## config.mk

```make
export PLATFORM = sky130hd
export DESIGN_NAME = base64_stream_encoder
export DESIGN_NICKNAME = d
export VERILOG_FILES = /design/src/hdl/b64se_pkg.sv /design/src/hdl/b64se_front.sv /design/src/hdl/b64se_group_fifo.sv /design/src/hdl/b64se_back.sv /design/src/hdl/base64_stream_encoder.sv
export SDC_FILE = /design/constraint.sdc
export NUM_CORES = 1
export LEC_CHECK = 0
export BUFFER_PORTS_ARGS = -buffer_cell sky130_fd_sc_hd__buf_2
export CORE_MARGIN = 1.5
export CORE_UTILIZATION = 40
export CTS_BUF_LIST = sky130_fd_sc_hd__clkbuf_16
export DETAILED_ROUTE_END_ITERATION = 8
export GPL_TIMING_DRIVEN = 0
export PLACE_DENSITY_LB_ADDON = 0.12
export SYNTH_ARGS = -nofsm -noshare
export SYNTH_HDL_FRONTEND = slang
export SYNTH_SLANG_ARGS = --single-unit
```

## constraint.sdc

```tcl
create_clock -name clk -period 9.6 [get_ports clk]
set_input_delay 1.92 -clock clk [delete_from_list [all_inputs] [get_ports clk]]
set_output_delay 1.92 -clock clk [all_outputs]
set_load 0.02 [all_outputs]
```

## src/hdl/b64se_pkg.sv

```systemverilog
// Shared types, constants and the alphabet lookup for the base64 stream encoder.
package b64se_pkg;

  // Input item: one raw byte and its end-of-message mark
  typedef struct packed {
    logic [7:0] data_byte;
    logic       end_of_message;
  } in_item_t;

  // Result item: one ASCII character and its last-of-message mark
  typedef struct packed {
    logic [6:0] out_char;
    logic       last_char;
  } out_item_t;

  // Group handed from front to back: 24 data bits, trailing pad count, last mark
  typedef struct packed {
    logic [23:0] bits;
    logic [1:0]  pad;
    logic        last;
  } group_t;

  // Queue status seen by both ends
  typedef struct packed {
    logic full;
    logic empty;
  } queue_status_t;

  // Number of groups held between front and back (2 or more)
  localparam int GQ_DEPTH = 2;

  localparam logic [5:0] SEXTET_MASK = 6'h3F;
  localparam logic [6:0] PAD_CHAR    = 7'h3D;  // '='
  localparam logic [6:0] CHAR_UPPER  = 7'h41;  // 'A'
  localparam logic [6:0] CHAR_LOWER  = 7'h61;  // 'a'
  localparam logic [6:0] CHAR_DIGIT  = 7'h30;  // '0'
  localparam logic [6:0] CHAR_PLUS   = 7'h2B;  // '+'
  localparam logic [6:0] CHAR_SLASH  = 7'h2F;  // '/'

  // Pad counts of a group
  localparam logic [1:0] PAD_NONE = 2'd0;
  localparam logic [1:0] PAD_ONE  = 2'd1;
  localparam logic [1:0] PAD_TWO  = 2'd2;

  // Map a 6-bit value onto the standard alphabet
  function automatic logic [6:0] b64_char(input logic [5:0] v);
    logic [6:0] v7;
    v7 = {1'b0, v};
    if (v < 6'd26) begin
      return CHAR_UPPER + v7;
    end else if (v < 6'd52) begin
      return CHAR_LOWER + (v7 - 7'd26);
    end else if (v < 6'd62) begin
      return CHAR_DIGIT + (v7 - 7'd52);
    end else if (v == 6'd62) begin
      return CHAR_PLUS;
    end else begin
      return CHAR_SLASH;
    end
  endfunction

endpackage

```

## src/hdl/b64se_front.sv

```systemverilog
// Front end: accepts bytes, gathers them into groups and queues closed groups.
module b64se_front (
  input  logic                     clk,
  input  logic                     rst,
  input  logic                     push,
  input  b64se_pkg::in_item_t      item,
  input  b64se_pkg::queue_status_t gq_status,
  output logic                     full,
  output logic                     gq_write,
  output b64se_pkg::group_t        gq_data
);

  logic [15:0] pending_bytes;
  logic [1:0]  pending_count;
  logic [15:0] pending_bytes_next;
  logic [1:0]  pending_count_next;
  logic        accept;

  // Stall the input whenever the group queue cannot take another group
  assign full   = gq_status.full;
  assign accept = push && !gq_status.full;

  // Classify the byte against the pending count
  always_comb begin
    pending_bytes_next = pending_bytes;
    pending_count_next = pending_count;
    gq_write           = 1'b0;
    gq_data.bits       = {pending_bytes, item.data_byte};
    gq_data.pad        = b64se_pkg::PAD_NONE;
    gq_data.last       = item.end_of_message;
    if (accept) begin
      case (pending_count)
        2'd0: begin
          if (item.end_of_message) begin
            gq_write     = 1'b1;
            gq_data.bits = {item.data_byte, 16'h0000};
            gq_data.pad  = b64se_pkg::PAD_TWO;
            gq_data.last = 1'b1;
          end else begin
            pending_bytes_next = {item.data_byte, 8'h00};
            pending_count_next = 2'd1;
          end
        end
        2'd1: begin
          if (item.end_of_message) begin
            gq_write           = 1'b1;
            gq_data.bits       = {pending_bytes[15:8], item.data_byte, 8'h00};
            gq_data.pad        = b64se_pkg::PAD_ONE;
            gq_data.last       = 1'b1;
            pending_bytes_next = 16'h0000;
            pending_count_next = 2'd0;
          end else begin
            pending_bytes_next = {pending_bytes[15:8], item.data_byte};
            pending_count_next = 2'd2;
          end
        end
        default: begin
          // third byte closes the group; a count of three behaves as two
          gq_write           = 1'b1;
          pending_bytes_next = 16'h0000;
          pending_count_next = 2'd0;
        end
      endcase
    end
  end

  // Hold the partial group
  always_ff @(posedge clk) begin
    if (rst) begin
      pending_bytes <= 16'h0000;
      pending_count <= 2'd0;
    end else begin
      pending_bytes <= pending_bytes_next;
      pending_count <= pending_count_next;
    end
  end

endmodule

```

## src/hdl/b64se_group_fifo.sv

```systemverilog
// Short queue of closed groups between the front and back ends.
module b64se_group_fifo (
  input  logic                     clk,
  input  logic                     rst,
  input  logic                     write,
  input  b64se_pkg::group_t        wr_data,
  input  logic                     read,
  output b64se_pkg::group_t        rd_data,
  output b64se_pkg::queue_status_t status
);

  localparam int PTR_W = $clog2(b64se_pkg::GQ_DEPTH);
  localparam int CNT_W = $clog2(b64se_pkg::GQ_DEPTH + 1);
  localparam logic [PTR_W-1:0] LAST_PTR = PTR_W'(b64se_pkg::GQ_DEPTH - 1);
  localparam logic [CNT_W-1:0] FULL_CNT = CNT_W'(b64se_pkg::GQ_DEPTH);

  b64se_pkg::group_t entries [b64se_pkg::GQ_DEPTH];
  logic [PTR_W-1:0]  wr_ptr;
  logic [PTR_W-1:0]  rd_ptr;
  logic [CNT_W-1:0]  count;
  logic              do_write;
  logic              do_read;

  assign status.full  = (count == FULL_CNT);
  assign status.empty = (count == '0);
  assign do_write     = write && !status.full;
  assign do_read      = read && !status.empty;
  assign rd_data      = entries[rd_ptr];

  // Store the incoming group
  always_ff @(posedge clk) begin
    if (do_write) begin
      entries[wr_ptr] <= wr_data;
    end
  end

  // Advance pointers and the fill count
  always_ff @(posedge clk) begin
    if (rst) begin
      wr_ptr <= '0;
      rd_ptr <= '0;
      count  <= '0;
    end else begin
      if (do_write) begin
        wr_ptr <= (wr_ptr == LAST_PTR) ? '0 : wr_ptr + 1'b1;
      end
      if (do_read) begin
        rd_ptr <= (rd_ptr == LAST_PTR) ? '0 : rd_ptr + 1'b1;
      end
      if (do_write && !do_read) begin
        count <= count + 1'b1;
      end else if (do_read && !do_write) begin
        count <= count - 1'b1;
      end
    end
  end

endmodule

```

## src/hdl/b64se_back.sv

```systemverilog
// Back end: expands each queued group into four characters through an output register.
module b64se_back (
  input  logic                     clk,
  input  logic                     rst,
  input  b64se_pkg::group_t        gq_data,
  input  b64se_pkg::queue_status_t gq_status,
  output logic                     gq_read,
  input  logic                     pop,
  output logic                     empty,
  output b64se_pkg::out_item_t     result
);

  logic                 out_valid;
  b64se_pkg::out_item_t out_reg;
  b64se_pkg::out_item_t char_next;
  logic [1:0]           char_idx;
  logic [5:0]           sextet;
  logic [2:0]           pad_sum;
  logic                 load;

  assign empty  = !out_valid;
  assign result = out_reg;

  // Load a character when the output slot is free or being drained
  assign load    = !gq_status.empty && (!out_valid || pop);
  assign gq_read = load && (char_idx == 2'd3);

  // Select the slice for the current character, most significant first
  always_comb begin
    case (char_idx)
      2'd0:    sextet = gq_data.bits[23:18];
      2'd1:    sextet = gq_data.bits[17:12];
      2'd2:    sextet = gq_data.bits[11:6];
      default: sextet = gq_data.bits[5:0];
    endcase
  end

  // Replace trailing characters with padding
  assign pad_sum = {1'b0, char_idx} + {1'b0, gq_data.pad};

  always_comb begin
    char_next.out_char  = (pad_sum >= 3'd4) ? b64se_pkg::PAD_CHAR
                                            : b64se_pkg::b64_char(sextet & b64se_pkg::SEXTET_MASK);
    char_next.last_char = (char_idx == 2'd3) && gq_data.last;
  end

  // Hold the shown character and step through the group
  always_ff @(posedge clk) begin
    if (rst) begin
      out_valid <= 1'b0;
      char_idx  <= 2'd0;
    end else begin
      if (load) begin
        out_valid <= 1'b1;
        char_idx  <= char_idx + 2'd1;
      end else if (pop) begin
        out_valid <= 1'b0;
      end
    end
  end

  always_ff @(posedge clk) begin
    if (load) begin
      out_reg <= char_next;
    end
  end

endmodule

```

## src/hdl/base64_stream_encoder.sv

```systemverilog
// Top level of the base64 stream encoder: front end, group queue and back end.
//
// Usage:
//   Input channel: present a byte and its end_of_message mark on item with push
//   high; the transfer takes place at a rising edge where full is low. Bytes
//   may arrive every cycle while full stays low.
//   Result channel: while empty is low, result holds the oldest character; it
//   is transferred at a rising edge where pop is high.
//   A byte that completes a group of three, or closes a message early, yields
//   four characters; the group is written into the group queue, and its
//   characters then pass through the output register, one per cycle while
//   pop stays high. Padding '=' fills the tail of a short final group, and
//   last_char marks the final character. The single output register gives
//   one character per cycle while pop stays high.
//   When the receiver stalls, characters wait in the output register, closed
//   groups wait in a two-entry queue, and full rises once that queue is full.
//   Reset (rst, synchronous) drops any partial group, queued groups and the
//   waiting character; empty goes high and full low.
module base64_stream_encoder (
  input  logic                 clk,
  input  logic                 rst,
  input  logic                 push,
  output logic                 full,
  input  b64se_pkg::in_item_t  item,
  output logic                 empty,
  input  logic                 pop,
  output b64se_pkg::out_item_t result
);

  b64se_pkg::queue_status_t gq_status;
  b64se_pkg::group_t        gq_wr_data;
  b64se_pkg::group_t        gq_rd_data;
  logic                     gq_write;
  logic                     gq_read;

  b64se_front u_front (
    .clk       (clk),
    .rst       (rst),
    .push      (push),
    .item      (item),
    .gq_status (gq_status),
    .full      (full),
    .gq_write  (gq_write),
    .gq_data   (gq_wr_data)
  );

  b64se_group_fifo u_group_fifo (
    .clk     (clk),
    .rst     (rst),
    .write   (gq_write),
    .wr_data (gq_wr_data),
    .read    (gq_read),
    .rd_data (gq_rd_data),
    .status  (gq_status)
  );

  b64se_back u_back (
    .clk       (clk),
    .rst       (rst),
    .gq_data   (gq_rd_data),
    .gq_status (gq_status),
    .gq_read   (gq_read),
    .pop       (pop),
    .empty     (empty),
    .result    (result)
  );

  // No character appears without a queued group behind it
  a_no_spurious_char: assert property (@(posedge clk) disable iff (rst)
    (empty && gq_status.empty) |=> empty)
    else $error("character shown with no queued group");

  // The input only stalls while groups are queued
  a_full_has_groups: assert property (@(posedge clk) disable iff (rst)
    full |-> !gq_status.empty)
    else $error("input stalled with an empty group queue");

  // A padding character that is not last is followed by the final padding character
  a_pad_tail: assert property (@(posedge clk) disable iff (rst)
    (!empty && pop && result.out_char == b64se_pkg::PAD_CHAR && !result.last_char)
      |=> (!empty && result.out_char == b64se_pkg::PAD_CHAR && result.last_char))
    else $error("padding not closed by a final padding character");

endmodule

```

* Word level (Yosys, flattened, before mapping) *
Memories as Yosys holds them, arrays and structs flattened. A register that Yosys moved wholly into a read port is not among the register bits.
Cells that the tools add are included.

storage, ports and cells
  memory bits (writable) = 54
  logic and storage cells = 84
  memories = 1
  register bits after elaboration = 33

cells by class
  add/sub/neg operators = 11
  order comparisons = 4
  equal/unequal tests = 8
  multiplexer cells = 28
  reduce and logical (&&, ||, !) cells = 22

memory list
  name                  words  bits a word  rd ports  clocked after Yosys merged registers in  wr ports  RTL line                text
  u_group_fifo.entries  2      27           1         1                                        1         b64se_group_fifo.sv:17  b64se_pkg::group_t entries [b64se_pkg::GQ_DEPTH];

operator list
  operator                                             count
  two-way mux 27 bit                                   2
  one-hot mux 27 bit (2 select lines)                  1
  two-way mux 16 bit                                   2
  one-hot mux 16 bit (2 select lines)                  1
  two-way mux 7 bit                                    3
  two-way mux 19 bit                                   1
  one-hot mux 6 bit (3 select lines)                   1
  < comparator 6 bit (second input constant)           2
  two-way mux 1 bit                                    11
  logical AND 1 bit                                    8
  two-way mux 2 bit                                    4
  adder 6 x 7 -> 7 bit (first input constant)          1
  adder 7 x 6 -> 7 bit (first input constant)          1
  adder 7 bit (first input constant)                   1
  subtractor 6 x 5 -> 7 bit (second input constant)    1
  subtractor 6 x 6 -> 7 bit (second input constant)    1
  == test 2 bit (second input constant)                3
  == test 6 bit (second input constant)                1
  zero test 2 bit                                      3
  < comparator 6 x 5 -> 1 bit (second input constant)  1
  zero test 1 bit                                      5
  adder 2 x 1 -> 2 bit (second input constant)         2
  == test 2 x 1 -> 1 bit (second input constant)       2
  inequality test 2 bit (second input constant)        2
  other kinds (11)                                     13

* Longest topological paths before layout *
Gate-level depths: netlist of the first run.

  depth in word-level cells = 9
  mapped depth = 11
  gate-level depth less buffers = 10

* Hierarchy *
A second synthesis of the first run with hierarchy kept.

unflattened totals
  cell total of the unflattened synthesis = 332
  area, all modules = 4,122.7 um2

by module, submodules not included
  module            area an instance (um2)  cells an instance  instances
  b64se_group_fifo  2,163.3                 109                1
  b64se_front       1,011.0                 122                1
  b64se_back        948.4                   101                1

* Worst setup path after synthesis of the first run *
OpenSTA, ideal clock, no wires.

  path kind = input -> register
  from = input port item[0] in the netlist's numbering
  to = memory u_group_fifo.entries[0][0] in the netlist's numbering (enable)
  setup time = 0.445 ns
  data arrival time = 4.128 ns
  required time = 9.155 ns
  stages on the path = 3
  path slack = 5.027 ns
  path through = clkbuf_1 nor2_1 nor3_1

between the ends
  longest elaborated chain between the ends = 6

RTL lines
  element                                  RTL line                              text
  start, declared                          base64_stream_encoder.sv:24           input b64se_pkg::in_item_t item,
  two-way mux 1 bit                        b64se_front.sv:34, b64se_front.sv:45
  two-way mux 1 bit                        -
  two-way mux 1 bit                        b64se_front.sv:31                     if (accept) begin
  logical AND 1 bit                        b64se_group_fifo.sv:26                assign do_write = write && !status.full;
  two-way mux 1 bit                        b64se_group_fifo.sv:32                if (do_write) begin
  two-way mux 1 bit (implied by the code)  b64se_group_fifo.sv:33                entries[wr_ptr] <= wr_data;
  end, declared                            b64se_group_fifo.sv:17

No other way between the ends.

* Worst setup path in the final report of the first run *
  from = input port item[0] in the netlist's numbering
  to = memory u_group_fifo.entries[0][19] in the netlist's numbering (enable)

Same word-level chain as after synthesis.

==> results of run 1 <==
-- registers in the layout, summed over array words and instances, names as in the netlist, named ones only --
name / flops
u_back.char_idx: 2
u_back.out_valid: 1
u_back.result: 8
u_front.pending_bytes: 16
u_front.pending_count: 2
u_group_fifo.count: 2
u_group_fifo.entries: 54
u_group_fifo.rd_ptr: 1
u_group_fifo.wr_ptr: 1
-- layer usage --
layer,vias up,share of wire (%),track usage (%)
li1,1339,-,-
met4,0,1.3,5.26
met1,1337,49,23.5
met2,58,47,26.8
met5,-,0,0
met3,8,3.2,4.01
-- synthesized netlist by cell type (2+ instances only) --
cell type / number
a211o_1: 2
a21oi_1: 6
a22o_1: 4
a22oi_1: 24
a31oi_1: 2
and2_1: 14
and3_1: 3
buf_2: 4
buf_6: 3
clkbuf_1: 10
dfxtp_1: 26
edfxtp_1: 62
ha_1: 11
inv_1: 6
mux2_2: 10
mux2i_1: 8
nand2_1: 34
nand2b_1: 2
nand3_1: 13
nand4_1: 2
nor2_1: 34
nor2b_1: 3
nor3_1: 3
nor4_1: 2
nor4_2: 2
o211ai_1: 4
o21ai_0: 12
o21ai_1: 2
o311a_4: 2
o311ai_4: 4
xnor2_1: 3
xor2_1: 3
-- worst reg2reg max path: stages, from the launching register on --
cell and delay, ps:
dfxtp_1 380, ha_1 230, buf_6 140, nor2b_1 420, nand3_1 130, and3_1 250
inv_1 180, ha_1 250, a21oi_1 60, a311oi_1 270, o211ai_1 140
-- worst min-delay path by stage --
stage / startpoint / end / slack [ps] / cells after the start
floorplan: u_front.pending_bytes[0]$_SDFFE_PP0P_ / u_front.pending_bytes[0]$_SDFFE_PP0P_ / 470 / 2
global placement: u_front.pending_bytes[4]$_SDFFE_PP0P_ / u_front.pending_bytes[4]$_SDFFE_PP0P_ / 480 / 2
detailed placement: u_front.pending_bytes[5]$_SDFFE_PP0P_ / u_front.pending_bytes[5]$_SDFFE_PP0P_ / 480 / 2
CTS: u_front.pending_bytes[4]$_SDFFE_PP0P_ / u_front.pending_bytes[4]$_SDFFE_PP0P_ / 500 / 2
global route: u_front.pending_bytes[10]$_SDFFE_PP0P_ / u_front.pending_bytes[10]$_SDFFE_PP0P_ / 540 / 2
finish: u_front.pending_bytes[5]$_SDFFE_PP0P_ / u_front.pending_bytes[5]$_SDFFE_PP0P_ / 500 / 2
-- power by group through the flow --
stage / clock, mW / combinational [mW] / sequential (mW)
2_1_floorplan: 0 / 0.147 / 0.463
3_3_place_gp: 0 / 0.204 / 0.456
3_5_place_dp: 0 / 0.208 / 0.456
4_1_cts: 0.344 / 0.209 / 0.447
5_1_grt: 0.362 / 0.230 / 0.450
6_report: 0.338 / 0.208 / 0.447
-- cell families (layout without fill, tap and decap cells) --
logic type | after synthesis | after routing | share of synthesized area, %
muxes | 18 | 18 | 4.68
buffers and inverters | 25 | 64 | 3.10
xor gates and xnor gates | 6 | 6 | 1.28
AOI/OAI and AO/OA | 75 | 75 | 16.2
adders and majority gates | 11 | 11 | 3.34
and+or+nand+nor | 116 | 116 | 13.5
DFF | 88 | 88 | 57.9
-- cell type report --
type / count / share of cell area [%]
inverter: 7 / 0.609
clock buffer: 10 / 5.29
sequential: 88 / 50.4
timing repair buffer: 23 / 3.18
buffer: 18 / 2.09
clock inverter: 6 / 0.873
tap: 133 / 3.52
multi-input combinational: 226 / 34.1
==> run_results.csv, run 1 <==
group,metric,value,unit
clock_tree,post_cts_resized,0,
job,maxCapViolCount,0,
clock_tree,htreeDepth,3,
floorplan,die_w,104,um
synth,synthTopCellsByArea,"edfxtp_1, dfxtp_1, a22oi_1",
clock_tree,root_buffer,"clkbuf_16",
sta,tightestPinTransition,903,ps
synth,syn_inst,339,
final_layout,final_cell_mix,"edfxtp_1, nand2_1, nor2_1",
synth,synthFlopType,"edfxtp_1",
critical_path,critPathLaunchType,"input port",
final_layout,num-nets-final,397,
global_routing,gr-usage-all-layers,17.1,%
clock_tree,cts_tree,"done",
critical_path,crit_path_top_delay_cell,"nor3_2",
critical_path,path_depth,5,
place,dp_hpwl,6060,um
clock_tree,clk_path_buf_depth,2,
final_layout,post-route-util,47.9,%
critical_path,r2r_end,"u_back.result[3]$_SDFFCE_PP1P_",
critical_path,slowest_delay,690,ps
clock_tree,postCtsSetupBuffers,0,
synth,synth-edff-count,62,
clock_tree,cts-buffers-inserted,9,
drt,vias,2742,
critical_path,cpLargestDelayFamily,"simple AND/OR/NAND/NOR gates",
drt,final_antenna_net_count,0,
floorplan,rows,36,
synth,synth_top_area_cell,"edfxtp_1",
clock_tree,clk_latency,340,ps
power_and_ir_drop,power_density,210,mW/mm2
sta,setup_viol,0,
drt,via_per_inst,5.37,
place,placed_cells,494,
sta,worst_slack,6190,ps
synth,avgSynthCellArea,12.1,um2
final_layout,multi_input_area,0.00161,mm2
synth,ys_ff_latch,88,
outcome,status,"completed",
power_and_ir_drop,p_int,0.709,mW
synth,synth-seq-area-share,57.9,%
critical_path,critPathKind,"input port to register",
critical_path,rr_worst_depth,10,
power_and_ir_drop,clkPwrFrac,34.0,%
critical_path,crit_start,"item[0]",
power_and_ir_drop,finalPower,0.993,mW
drt,wirelength,8610,um
global_routing,grt_antenna_before_repair,0,
final_layout,drive_gt1_share,19.0,%
critical_path,crit_path_frequent_cell,"buf_6",
synth,syn_nets,363,
drt,avgRoutedWirePerCell,16.8,um
sta,fin_tns_setup,0,ps
global_routing,grt_pass1_vias,2693,
power_and_ir_drop,p_switching,0.284,mW
place,port_buffers,20,
floorplan,start_util,41.7,%
global_routing,grt.overflow.total,0,
floorplan,die_area,0.0109,mm2
floorplan,core_area,0.00986,mm2
final_layout,instances_no_fill,511,
clock_tree,hold_buffers,0,
final_layout,diodes,0,
sta,hold_viol,0,
final_layout,seqCellArea,0.00238,mm2
drt,drc_errors,0,
sta,fin_crit_sh,35.5,%
critical_path,cp-end-kind,"register",
clock_tree,clk_pin_slew,60,ps
clock_tree,clock-sinks,88,
sta,period_needed,3410,ps
critical_path,rrSetupSlack,6880,ps
synth,synthArstFlopShare,0,%
sta,slew-limit-headroom,39.3,%
sta,rsz0062_at_grt,"no",
critical_path,critPathBufInv,3,
synth,yosys_warnings,0,
final_layout,fin_area,0.00473,mm2
min_path,hold_path_class,"register to register",
power_and_ir_drop,swShare,28.6,%
floorplan,die_h,104,um
power_and_ir_drop,ir_worst_vdd,0.0000801,V
synth,ys_types,51,
critical_path,cp.required,9650,ps
global_routing,grt_max_degree,28,
synth,synth_area,0.00412,mm2
sta,fin_skew,7.95,ps
synth,yosys.area.top_type_share,45.2,%
critical_path,cp_cell_sequence,"clkbuf_1 > nor2_1 > nor3_2 > buf_6 > buf_6",
final_layout,syn_to_final_growth,14.9,%
power_and_ir_drop,combPwrFrac,21.0,%
critical_path,crit_path_end,"u_group_fifo.entries[0][19]$_DFFE_PP_",
sta,maxSlewViolCount,0,
drt,drt_pass1_iterations,4,
place,dpl-instance-area,0.00441,mm2
sta,fin_hold_ws,504,ps
drt,first_iter_violations,144,
sta,fmax,293,MHz
critical_path,cp.arrival,3460,ps
final_layout,fill_cells,882,
place,pre_cts_ws,5540,ps
floorplan,io_pins,23,
critical_path,r2r_start,"u_back.char_idx[0]$_SDFFE_PP0P_",
critical_path,crit_fanout,11,
final_layout,final_common_cell,"edfxtp_1",
power_and_ir_drop,power_frac_seq,45.0,%
power_and_ir_drop,p_leak,1.64,nW
global_routing,grt_pass1_wl,14500,um
place,place.gp.congestion,0.802,
No activity file was read; power rests on OpenSTA's default activity.
==> inputs of run 2 (changes only) <==
- clock period: 9.6 -> 2.87 ns (I/O delays scaled with it)
==> run 2 against run 1 <==
Effect of this change:
- register-to-register slack lost 6600 ps
- first-iteration DRC count grew 6.3%
- setup slack worse by 5900 ps
- cell count shrank 0.20%
- die area is the same
- sequential cell count stayed put
- worst hold slack got worse by 8.7 ps
- clock skew hardly changed
- combinational power grew to 3.4 times the previous value
- final area is 0.16% higher
- global-route usage down 0.44 points
- sequential share of layout area about the same
==> run_results.csv, run 2 (synthesized netlist as in run 1, its figures left out) <==
group,metric,value,unit
place,place.gp.congestion,0.793,
critical_path,crit_path_end,"u_back.result[1]$_SDFFCE_PP1P_",
power_and_ir_drop,power_density,698,mW/mm2
drt,vias,2715,
final_layout,final_cell_mix,"edfxtp_1, nand2_1, nor2_1",
drt,drc_errors,0,
floorplan,rows,36,
floorplan,die_area,0.0109,mm2
clock_tree,clock-sinks,88,
global_routing,gr-usage-all-layers,16.7,%
floorplan,die_h,104,um
clock_tree,post_cts_resized,0,
final_layout,fill_cells,880,
power_and_ir_drop,ir_worst_vdd,0.000268,V
drt,wirelength,8620,um
drt,first_iter_violations,153,
drt,drt_pass1_iterations,5,
global_routing,grt.overflow.total,0,
final_layout,post-route-util,48.0,%
global_routing,grt_pass1_vias,2615,
final_layout,regMostFlops,"u_group_fifo.entries",
critical_path,cp.arrival,2650,ps
global_routing,grt_pass1_wl,14000,um
critical_path,critPathLaunchType,"register",
final_layout,syn_to_final_growth,15.1,%
drt,avgRoutedWirePerCell,16.9,um
sta,fmax,385,MHz
critical_path,rr_worst_depth,9,
critical_path,r2r_start,"u_back.char_idx[0]$_SDFFE_PP0P_",
floorplan,start_util,41.7,%
global_routing,grt_max_degree,28,
sta,maxSlewViolCount,0,
sta,setup_viol,0,
min_path,hold_path_class,"register to register",
floorplan,io_pins,23,
global_routing,grt_antenna_before_repair,0,
outcome,status,"completed",
critical_path,rrSetupSlack,270,ps
clock_tree,root_buffer,"clkbuf_16",
final_layout,diodes,0,
clock_tree,cts-buffers-inserted,9,
critical_path,r2r_end,"u_back.result[1]$_SDFFCE_PP1P_",
clock_tree,htreeDepth,3,
sta,hold_viol,0,
place,port_buffers,20,
clock_tree,cts_tree,"done",
job,maxCapViolCount,0,
sta,fin_skew,8.30,ps
final_layout,num-nets-final,396,
critical_path,critPathKind,"register to register",
critical_path,cp.required,2920,ps
critical_path,cp-end-kind,"register",
power_and_ir_drop,p_leak,1.65,nW
sta,period_needed,2600,ps
drt,final_antenna_net_count,0,
clock_tree,postCtsSetupBuffers,0,
final_layout,drive_gt1_share,19.6,%
sta,fin_crit_sh,90.5,%
power_and_ir_drop,finalPower,3.31,mW
critical_path,crit_fanout,10,
clock_tree,clk_path_buf_depth,2,
critical_path,crit_start,"u_back.char_idx[0]$_SDFFE_PP0P_",
sta,rsz0062_at_grt,"no",
sta,tightestPinTransition,871,ps
sta,worst_slack,272,ps
drt,via_per_inst,5.32,
floorplan,die_w,104,um
clock_tree,hold_buffers,0,
final_layout,largest_reg_flops,54,
place,dp_hpwl,6120,um
clock_tree,clk_pin_slew,60,ps
clock_tree,clk_latency,330,ps
floorplan,core_area,0.00986,mm2
place,pre_cts_ws,133,ps
sta,slew-limit-headroom,41.4,%
final_layout,final_common_cell,"edfxtp_1",
==> run 2: per-stage QoR <==
| step | hold WS [ps] | cells | cell area, um2 | TNS, ps |
|---|---|---|---|---|
| after floorplan | 465 | 339 | 4120 | 0 |
| after global placement | 478 | 492 | 4390 | -7470 |
| after detailed placement | 484 | 493 | 4420 | 0 |
| after CTS | 504 | 509 | 4700 | 0 |
| after global routing | 532 | 510 | 4740 | 0 |
| final | 495 | 510 | 4740 | 0 |
==> run 2: worst min path at each step <==
stage,end,start,slack (ps),cells after the start
3_5_place_dp,u_front.pending_bytes[4]$_SDFFE_PP0P_,u_front.pending_bytes[4]$_SDFFE_PP0P_,480,2
2_1_floorplan,u_front.pending_bytes[0]$_SDFFE_PP0P_,u_front.pending_bytes[0]$_SDFFE_PP0P_,470,2
5_1_grt,u_front.pending_bytes[15]$_SDFFE_PP0P_,u_front.pending_bytes[15]$_SDFFE_PP0P_,530,2
3_3_place_gp,u_front.pending_bytes[4]$_SDFFE_PP0P_,u_front.pending_bytes[4]$_SDFFE_PP0P_,480,2
6_report,u_back.out_valid$_SDFFE_PP0P_,u_back.out_valid$_SDFFE_PP0P_,500,2
4_1_cts,u_front.pending_bytes[7]$_SDFFE_PP0P_,u_front.pending_bytes[7]$_SDFFE_PP0P_,500,2
==> run 2: worst max-delay path, stage by stage, from the launching register on <==
cell and delay, ps:
dfxtp_2 360, inv_1 110, ha_1 220, buf_2 250, a22oi_1 120, nand3_1 120
nand3_1 380, a211oi_4 500, and3_1 190, o21ai_0 60
==> run 2: metal layers <==
layer,global-route usage [%],vias up,wire [um]
li1,-,1335,-
met1,22.6,1318,4060
met2,26.6,54,4200
met3,3.45,8,281
met4,5.56,0,76
met5,0,-,0
==> run 2: area by class of cell <==
type	count	area (um2)	area share (%)
clock buffers	9	225	4.76
well taps	133	166	3.51
inverters	7	28.8	0.608
plain buffers	18	98.8	2.09
flip-flops and latches	88	2380	50.4
repair buffers	22	155	3.28
clock inverters	7	55.1	1.16
multi-input cells	226	1620	34.2
==> run 2: power breakdown <==
| group | internal (mW) | total (mW) | switching, mW | leakage (nW) |
|---|---|---|---|---|
| registers | 1.47 | 1.50 | 0.0327 | 0.784 |
| logic | 0.274 | 0.703 | 0.429 | 0.712 |
| clock network | 0.660 | 1.11 | 0.445 | 0.150 |
==> inputs of run 3 (changes only) <==
- CELL_PAD_IN_SITES_DETAIL_PLACEMENT: default -> 0
- CELL_PAD_IN_SITES_GLOBAL_PLACEMENT: default -> 1
- CORE_ASPECT_RATIO: default -> 0.5
==> run 3 against run 2 <==
Effect of this change:
- count of clock-buffer cells in the layout increased by 1
- final area decreased by 0.26%
- sequential cell count did not move
- maximum frequency fell by 0.13%
- core utilization increased by 0.54 points
- largest cell class unchanged
- largest power group unchanged
- highest routed layer unchanged
==> run_results.csv, run 3 (synthesized netlist as in run 1, its figures left out) <==
group,metric,value,unit
outcome,status,"completed",
critical_path,cp-end-kind,"register",
final_layout,num-nets-final,395,
final_layout,multi_input_area,0.00162,mm2
final_layout,fin_area,0.00472,mm2
global_routing,grt_antenna_before_repair,0,
global_routing,grt.overflow.total,0,
global_routing,grt.met1_usage,24.9,%
power_and_ir_drop,ir_worst_vdd,0.000338,V
critical_path,cp.arrival,2640,ps
place,port_buffers,20,
floorplan,die_area,0.0109,mm2
drt,avgRoutedWirePerCell,17.5,um
power_and_ir_drop,p_leak,1.64,nW
critical_path,cp.required,2910,ps
sta,worst_slack,269,ps
clock_tree,cts_tree,"done",
place,pre_cts_ws,26.2,ps
clock_tree,hold_buffers,0,
global_routing,grt_max_degree,28,
place,dpl-instance-area,0.00441,mm2
drt,drt_pass1_iterations,4,
place,place.gp.congestion,0.815,
global_routing,use_met2,28.0,%
clock_tree,cts-buffers-inserted,9,
sta,slew-limit-headroom,35.7,%
clock_tree,clk_pin_slew,60,ps
final_layout,fill_cells,888,
global_routing,grt_pass1_wl,14200,um
power_and_ir_drop,finalPower,3.39,mW
final_layout,drive_gt1_share,19.1,%
min_path,hold_path_class,"register to register",
sta,fin_tns_setup,0,ps
sta,fin_crit_sh,90.6,%
sta,period_needed,2600,ps
final_layout,final_common_cell,"edfxtp_1",
sta,fin_skew,6.37,ps
job,maxCapViolCount,0,
sta,tightestPinTransition,956,ps
floorplan,die_w,146,um
drt,drc_errors,0,
final_layout,regMostFlops,"u_group_fifo.entries",
final_layout,largest_reg_flops,54,
final_layout,syn_to_final_growth,14.8,%
final_layout,diodes,0,
sta,setup_viol,0,
drt,vias,2713,
clock_tree,root_buffer,"clkbuf_16",
floorplan,io_pins,23,
final_layout,post-route-util,48.6,%
place,placed_cells,495,
drt,first_iter_violations,199,
sta,fin_hold_ws,498,ps
clock_tree,clk_latency,330,ps
sta,rsz0062_at_grt,"no",
power_and_ir_drop,power_density,717,mW/mm2
floorplan,rows,25,
critical_path,critPathKind,"register to register",
critical_path,critPathLaunchType,"register",
clock_tree,clock-sinks,88,
sta,maxSlewViolCount,0,
critical_path,crit_path_top_delay_cell,"dfxtp_2",
global_routing,grt_use_met3,4.18,%
critical_path,crit_fanout,11,
final_layout,instances_no_fill,511,
global_routing,grt_pass1_vias,2651,
place,dp_hpwl,6390,um
floorplan,core_area,0.00973,mm2
drt,final_antenna_net_count,0,
critical_path,slowest_delay,410,ps
final_layout,seqCellArea,0.00238,mm2
sta,hold_viol,0,
floorplan,die_h,74.7,um
drt,wirelength,8970,um
global_routing,gr-usage-all-layers,17.7,%
clock_tree,clk_path_buf_depth,2,
clock_tree,htreeDepth,3,
final_layout,final_cell_mix,"edfxtp_1, nand2_1, nor2_1",
sta,fmax,384,MHz
floorplan,start_util,42.3,%
drt,via_per_inst,5.31,
global_routing,top_usage_layer,"met2",
critical_path,cp_cell_sequence,"inv_1 > ha_1 > buf_2 > a22oi_1 > nand3_1 > o311ai_4 > inv_4 > ha_1 > a31o_2 > nand3_1 > nand4_1",
run 3: per-layer routing:
layer	wire, um	vias up
met1	4380	1295
met3	672	4
met5	0	-
li1	-	1334
met4	44	0
met2	3880	80
run 3: what timing repair did:
action | 4_1_cts | 5_1_grt
setup endpoints to repair | 0 | 2
resized for setup | 0 | 3
buffers inserted | 0 | 0
run 3: worst max-delay path, delay by kind of cell, from the launching register on:
family	cells	cell delay, ps
AO/OA/AOI/OAI	3	610
adder cells (fa/ha/maj)	2	520
buffers and inverters	3	430
flip-flops	1	410
AND/OR/NAND/NOR	3	340
run 3: cell type report:
class,instances,area share [%]
Tap cell,135,3.58
Sequential cell,88,50.5
Timing Repair Buffer,21,2.44
Buffer,18,2.09
Inverter,7,0.609
Multi-Input combinational cell,226,34.3
Clock buffer,10,5.30
Clock inverter,6,1.19
run 3: worst paths after layout:
| check | startpoint | to | slack, ps | cells past startpoint |
|---|---|---|---|---|
| min reg2reg | u_front.pending_bytes[2]$_SDFFE_PP0P_ | u_front.pending_bytes[2]$_SDFFE_PP0P_ | 500 | 2 |
| max | u_back.char_idx[0]$_SDFFE_PP0P_ | u_back.result[5]$_SDFFCE_PP1P_ | 270 | 11 |
| min | u_front.pending_bytes[2]$_SDFFE_PP0P_ | u_front.pending_bytes[2]$_SDFFE_PP0P_ | 500 | 2 |
| max reg2reg | u_back.char_idx[0]$_SDFFE_PP0P_ | u_back.result[5]$_SDFFCE_PP1P_ | 270 | 11 |
run 3: report_power, final:
part           total (mW)  internal (mW)  switching, mW  leakage [nW]
Sequential           1.50           1.47         0.0332         0.784
Clock                1.19          0.720          0.468         0.154
Combinational       0.700          0.266          0.434         0.699
Total                3.39           2.45          0.935          1.64
